--- src/sv/spf_pkg.sv ---
package spf_pkg;

  // Fixed widths of the coordinate fields and of the slope arithmetic
  localparam int XW   = 9;           // x, y and row fields
  localparam int FRAC = 16;          // fraction bits of the Q10.16 slope
  localparam int QW   = XW + FRAC;   // |dx| << 16, divider width
  localparam int SW   = QW + 1;      // signed slope
  localparam int AW   = QW + 2;      // signed x accumulator

  localparam logic [1:0] OP_CLEAR = 2'd0;
  localparam logic [1:0] OP_EDGE  = 2'd1;
  localparam logic [1:0] OP_READ  = 2'd2;

  typedef enum logic [2:0] {
    ST_CLEAR,
    ST_IDLE,
    ST_DIV,
    ST_WALK,
    ST_RESP
  } spf_state_t;

endpackage

--- src/sv/spf_div.sv ---
module spf_div
  import spf_pkg::*;
(
  input  logic          clk,
  input  logic          rst_n,
  input  logic          start,
  input  logic [QW-1:0] dividend,
  input  logic [XW-1:0] divisor,
  output logic          done,
  output logic [QW-1:0] quotient
);

  localparam int CNW = $clog2(QW);

  logic           busy_r;
  logic           done_r;
  logic [CNW-1:0] cnt_r;
  logic [XW-1:0]  rem_r;
  logic [QW-1:0]  quo_r;
  logic [XW-1:0]  dvs_r;

  logic [XW:0] rem_sh;
  logic [XW:0] diff;
  logic        ge;

  // restoring division, one quotient bit per cycle
  assign rem_sh = {rem_r, quo_r[QW-1]};
  assign ge     = rem_sh >= {1'b0, dvs_r};
  assign diff   = rem_sh - {1'b0, dvs_r};

  always_ff @(posedge clk) begin
    if (!rst_n) begin
      busy_r <= 1'b0;
      done_r <= 1'b0;
      cnt_r  <= '0;
    end else begin
      done_r <= 1'b0;
      if (start) begin
        busy_r <= 1'b1;
        cnt_r  <= CNW'(QW - 1);
      end else if (busy_r) begin
        cnt_r <= cnt_r - 1'b1;
        if (cnt_r == '0) begin
          busy_r <= 1'b0;
          done_r <= 1'b1;
        end
      end
    end
  end

  // divisor is held here, the input port moves on once the transaction is taken
  always_ff @(posedge clk) begin
    if (start) begin
      rem_r <= '0;
      quo_r <= dividend;
      dvs_r <= divisor;
    end else if (busy_r) begin
      rem_r <= ge ? diff[XW-1:0] : rem_sh[XW-1:0];
      quo_r <= {quo_r[QW-2:0], ge};
    end
  end

  assign done     = done_r;
  assign quotient = quo_r;

endmodule

--- config.mk ---
export PLATFORM = sky130hd
export DESIGN_NAME = spf_div
export DESIGN_NICKNAME = d
export VERILOG_FILES = /design/src/sv/spf_pkg.sv /design/src/sv/spf_div.sv
export SDC_FILE = /design/constraint.sdc
export NUM_CORES = 1
export LEC_CHECK = 0
export BUFFER_PORTS_ARGS = -buffer_cell sky130_fd_sc_hd__buf_2
export CORE_MARGIN = 3
export CORE_UTILIZATION = 43
export DETAILED_ROUTE_END_ITERATION = 10
export PLACE_DENSITY = 0.71
export SLEW_MARGIN = 0
export SYNTH_ARGS = -nofsm -noshare
export SYNTH_HDL_FRONTEND = slang
export SYNTH_SLANG_ARGS = --single-unit
--- constraint.sdc ---
create_clock -name clk -period 3.15 [get_ports clk]
set_clock_uncertainty 0.05 [all_clocks]
set_input_delay 0.1575 -clock clk [delete_from_list [all_inputs] [get_ports clk]]
set_output_delay 0.1575 -clock clk [all_outputs]
set_load 0.02 [all_outputs]
==> qor.csv, run 1 <==
metric,value,unit
worst-path cell chain,inv_1 > ha_1 > inv_1 > fa_1 > a211oi_2 > o31ai_2 > a211oi_4 > buf_4 > mux2i_1 > a211oi_1,
vias in the first global route,1625,
DR vias,1729,
final routed DRC violation total,0,
Final ANT Viol Nets,0,
cell family with most CP delay,compound AO/OA/AOI/OAI gates,
num rows,26,
Fmax,387,MHz
worst setup margin,0.566,ns
Synth Area per Inst,12.5,um2
Slew @ Worst Pin,0.624,ns
postcts setup bufs,0,
Crit. Startpoint,quotient[24],
min-delay src,rst_n,
Initial Util,46.2,%
RSZ-0062 raised after global routing,no,
FF-to-FF setup slack,0.57,ns
chip height,81.8,um
post-synthesis cell count,198,
most frequent cells in the layout,"62 x buf_2, 34 x edfxtp_1, 24 x mux2_2",
peak supply drop,0.000308,V
vias per inst,5.06,
n_diodes,0,
reg2reg end,rem_r[3],
"slowest stage cell, crit path",edfxtp_1,
Max Fanout on Critical Path,12,
Core Box Area,0.00534,mm2
wire per inst,13.9,um
share of cells above drive strength 1,40.1,%
"Largest stage delay, worst path",0.43,ns
PortBufs,62,
HPWL after DPL,3480,um
CP Launch Type,flip-flop,
GRT overflow,0,
R2R depth,10,
H-tree depth,2,
CP arrival,2.70,ns
CTS Buf Count,5,
Worst Hold Path EP,busy_r,
Setup TNS,0,ns
Reg-to-Reg Start,quotient[24],
minimum clock period,2.58,ns
Worst-path clk slew,0.09,ns
TritonCTS Sinks,50,
buffers and inverters on the worst path,3,
worst skew pair latency,0.30,ns
cell area after synthesis,0.00247,mm2
Fillers,469,
Root Driver,clkbuf_8,
Yosys warnings,0,
max_cap viols,0,
Worst Hold Class,in2reg,
CTS Buffer Depth,2,
"Req. time, crit path",3.26,ns
post-layout util,56.7,%
pwr dens,517,mW/mm2
Detailed Routing Iterations Pass 1,4,
status,"finished, final reports clean",
endpoint type of the worst setup path,flip-flop,
CTS tree,yes,
worst setup path class,reg2reg,
hold depth,2,
Leak Pwr,1.30,nW
Crit path top cell by count,inv_1,
Routability Congestion,0.793,
post-cts gate resize count,0,
final hold vios,0,
"Period Utilization, post-route",82.0,%
GRT Resource Usage Total,14.6,%
largest net degree at the start of global routing,30,
register area share after synthesis,54.4,%
final setup vio count,0,
Max Slew Vio Count,0,
synth unique cells,42,
DRT iter0 DRCs,70,
Final nets,319,
"commonest non-fill, non-tap cell in the layout",buf_2,
DRT Wirelength,4760,um
initial antenna violation count,0,
# IOs,63,
Die Wd,81.8,um
worst rel slew slack,58.4,%
Synth Net Count,246,
pre-CTS setup slack,0.579,ns
first-pass GRT wire length,7400,um
layout overhead on the synthesized area,22.7,%
Die ar.,0.00668,mm2
Yosys reg bits,50,
[final cells by class]
cell class	count	area, um2	share of cell area [%]
inverter	15	56.3	1.86
sequential	50	1340	44.3
tap	70	87.6	2.89
timing repair buffer	75	430	14.2
multi-input combinational	124	1020	33.7
clock inverter	3	21.3	0.703
clock buffer	5	68.8	2.27
[worst max path at each step]
stage,endpoint,slack [ns],cells after the start
6_report,rem_r[3],0.57,10
5_1_grt,rem_r[1],0.40,10
4_1_cts,rem_r[3],0.56,10
3_5_place_dp,rem_r[4],0.58,10
3_3_place_gp,rem_r[4],0.66,10
2_1_floorplan,rem_r[6],0.57,10
[metal layers]
metal	global-route usage (%)	wire [um]	vias to the layer above
met5	0	0	-
met4	4.49	51	0
met3	3.40	195	5
met2	23.3	2330	33
met1	19.7	2190	818
li1	-	-	873
[sequential cells by signal, summed over array words and instances (netlist names)]
register,flops
quotient,25
dvs_r,9
rem_r,9
cnt_r,5
busy_r,1
done,1
[Yosys cell counts]
master     number  area, um2
edfxtp_1       34       1020
mux2_2         24        270
dfxtp_1        16        320
inv_1          15       56.3
nor2_1         15       56.3
ha_1           10        125
nand2_1         8       30.0
clkbuf_1        7       26.3
xor2_1          6       52.6
a211oi_1        4       30.0
a21oi_1         4       20.0
mux2i_1         4       40.0
nand3_1         4       20.0
nand4_1         4       25.0
xnor2_1         4       35.0
a21o_1          3       22.5
a311oi_1        3       26.3
nor3_1          3       15.0
a211oi_2        2       25.0
a21boi_0        2       15.0
buf_6           2       22.5
nor2b_1         2       12.5
o21ai_0         2       10.0
o311ai_0        2       17.5
a211o_1         1       8.76
a211o_2         1       10.0
a211oi_4        1       20.0
a31o_2          1       8.76
a31oi_1         1       6.26
and2b_2         1       8.76
and3_2          1       7.51
and3b_2         1       10.0
fa_1            1       20.0
nand2b_1        1       6.26
nand3b_1        1       7.51
nor3b_1         1       7.51
nor4_1          1       6.26
o2111ai_1       1       8.76
o31a_2          1       10.0
o31ai_1         1       7.51
o31ai_2         1       12.5
or2_2           1       6.26
[power breakdown]
| part | leakage (nW) | internal [mW] | total (mW) | switching, mW |
|---|---|---|---|---|
| Clock | 0.0441 | 0.156 | 0.376 | 0.220 |
| Combinational | 0.788 | 0.170 | 0.381 | 0.211 |
| Sequential | 0.471 | 0.774 | 0.807 | 0.0334 |
[cell families after synthesis]
family	Yosys count	share of synthesized area [%]
adders and majority gates	11	5.88
DFF	50	54.4
AOI/OAI and AO/OA	31	10.5
muxes	28	12.6
buffers and inverters	24	4.26
xor gates and xnor gates	10	3.55
and+or+nand+nor	44	8.87
[what timing repair did]
| item | in CTS | in global routing |
|---|---|---|
| endpoints found under the hold margin | 9 | 0 |
| hold buffers | 9 | 0 |
| endpoints found under the setup margin | 0 | 0 |
[through the flow]
stage	power, mW	hold WS (ns)	instances	instance area, um2
6_report	1.57	0.0762	342	3030
5_1_grt	1.65	0.0818	342	3030
4_1_cts	1.58	0.0728	342	3030
3_5_place_dp	1.20	0.286	325	2850
3_3_place_gp	1.19	0.285	325	2850
2_1_floorplan	1.09	0.206	198	2470
No activity file was read; power rests on OpenSTA's default activity.
==> inputs of run 2 (changes only) <==
==> constraint.sdc (replaced) <==
create_clock -name clk -period 2.41 [get_ports clk]
set_clock_uncertainty 0.05 [all_clocks]
set_input_delay 0.1205 -clock clk [delete_from_list [all_inputs] [get_ports clk]]
set_output_delay 0.1205 -clock clk [all_outputs]
set_load 0.02 [all_outputs]
==> qor.csv, run 2 (synthesis gave the netlist of run 1 again) <==
metric,value,unit,change
M2 GR Usage,23.2,%,-0.081 points
DRT Wirelength,5020,um,+5.4%
pwr dens,671,mW/mm2,+30%
hold depth,2,,unchanged
layout overhead on the synthesized area,26.2,%,
minimum clock period,2.46,ns,-0.125 ns
n_diodes,0,,unchanged
Initial Util,46.2,%,unchanged
Fmax,407,MHz,+5.1%
Leak Pwr,1.33,nW,+2.4%
Min Hold Slack,0.0452,ns,-0.0310 ns
R2R depth,10,,unchanged
status,finished with violations,,
Root Driver,clkbuf_8,,
worst skew pair latency,0.30,ns,about the same
DRT iter0 DRCs,76,,+8.6%
PortBufs,62,,unchanged
FF-to-FF setup slack,-0.05,ns,-0.62 ns
Slew @ Worst Pin,0.428,ns,-0.196 ns
vias in the first global route,1576,,-3.0%
"Period Utilization, post-route",102,%,+20 points
Final nets,326,,+2.2%
CP Capture Point,rem_r[4],,
CTS tree,yes,,
worst setup path class,reg2reg,,
CP Launch Type,flip-flop,,
Final ANT Viol Nets,0,,unchanged
first-pass GRT wire length,7650,um,+3.5%
H-tree depth,2,,unchanged
Max Fanout on Critical Path,4,,-8
endpoint type of the worst setup path,flip-flop,,
final routed DRC violation total,0,,unchanged
share of cells above drive strength 1,43.4,%,+3.3 points
most frequent cells in the layout,"62 x buf_2, 34 x edfxtp_1, 24 x mux2_2",,
CTS Buffer Depth,2,,unchanged
Die Wd,81.8,um,unchanged
num rows,26,,unchanged
RSZ-0062 raised after global routing,yes,,
Detailed Routing Iterations Pass 1,4,,unchanged
pre-CTS setup slack,0.00998,ns,-0.570 ns
final hold vios,0,,unchanged
largest net degree at the start of global routing,26,,-13%
Fillers,466,,-0.64%
worst rel slew slack,71.5,%,+13 points
Die ar.,0.00668,mm2,unchanged
FF/Latch Area,0.00134,mm2,unchanged
GRT Resource Usage Total,15.1,%,+0.55 points
"commonest non-fill, non-tap cell in the layout",buf_2,,
reg2reg end,rem_r[4],,
worst setup margin,-0.0489,ns,-0.615 ns
routing usage on met3,3.73,%,+0.33 points
initial antenna violation count,0,,unchanged
Core Box Area,0.00534,mm2,unchanged
dpl cells,328,,+0.92%
peak supply drop,0.000319,V,+3.4%
total power,2.09,mW,+34%
met1 Usage GRT,20.8,%,+1.1 points
CTS Buf Count,5,,unchanged
Worst-path clk slew,0.09,ns,about the same
placed inst area,0.00289,mm2,+1.5%
# IOs,63,,unchanged
HPWL after DPL,3580,um,+2.9%
Max Slew Vio Count,0,,unchanged
max_cap viols,0,,unchanged
post-layout instance area,0.00311,mm2,+2.9%
DR vias,1763,,+2.0%
wire per inst,14.4,um,+3.3%
vias per inst,5.05,,about the same
Worst Hold Class,in2reg,,
chip height,81.8,um,unchanged
TritonCTS Sinks,50,,unchanged
multi-input logic area,0.00105,mm2,+3.2%
final setup vio count,3,,+3
failing checks,negative setup slack,,
"Req. time, crit path",2.54,ns,-0.72 ns
Crit. Startpoint,quotient[24],,
Routability Congestion,0.799,,+0.78%
CP arrival,2.59,ns,-0.11 ns
grt peak-use layer,met2,,
Setup TNS,-0.0680,ns,-0.0680 ns
Reg-to-Reg Start,quotient[24],,
max reg flops,25,,unchanged
GRT overflow,0,,unchanged
Non-Filler Instances,349,,+2.0%
post-layout util,58.4,%,+1.6 points
-- run 2: how the worst min path moves through the flow --
stage,start,end,slack [ns]
finish,rst_n,busy_r,0.05
global route,rst_n,cnt_r[3],0.04
CTS,rst_n,cnt_r[3],0.04
detailed placement,divisor[4],dvs_r[4],0.25
global placement,divisor[2],dvs_r[2],0.25
floorplan,divisor[0],dvs_r[0],0.17
-- run 2: metal layers --
| layer | vias up | wire length [um] |
|---|---|---|
| met5 | - | 0 |
| met4 | 0 | 91 |
| met3 | 10 | 214 |
| met2 | 38 | 2460 |
| met1 | 834 | 2250 |
| li1 | 881 | - |
-- run 2: where the power goes --
group | internal [mW] | switching, mW | leakage (nW)
Combinational | 0.261 | 0.297 | 0.822
Clock | 0.199 | 0.278 | 0.0416
Sequential | 1.01 | 0.0444 | 0.471
-- run 2: what timing repair did --
item,CTS,global route
endpoints found under the hold margin,9,0
gates resized for setup,1,6
buffers inserted,0,4
hold buffers,9,0
setup endpoints to repair,1,10
pin swaps,0,3
-- run 2: layout make-up --
type	instances	area share, %
clock buffer	5	2.21
clock inverter	3	0.522
inverter	15	1.81
multi-input combinational	124	33.8
sequential	50	43.1
tap	70	2.81
timing repair buffer	82	15.7
-- run 2: critical path: stages, from the launching register on --
cell      delay (ns)
edfxtp_1        0.40
inv_1           0.08
ha_2            0.18
inv_2           0.04
fa_2            0.37
a211oi_4        0.28
o31ai_4         0.12
a211oi_4        0.32
buf_4           0.19
mux2i_1         0.22
a211oi_1        0.10
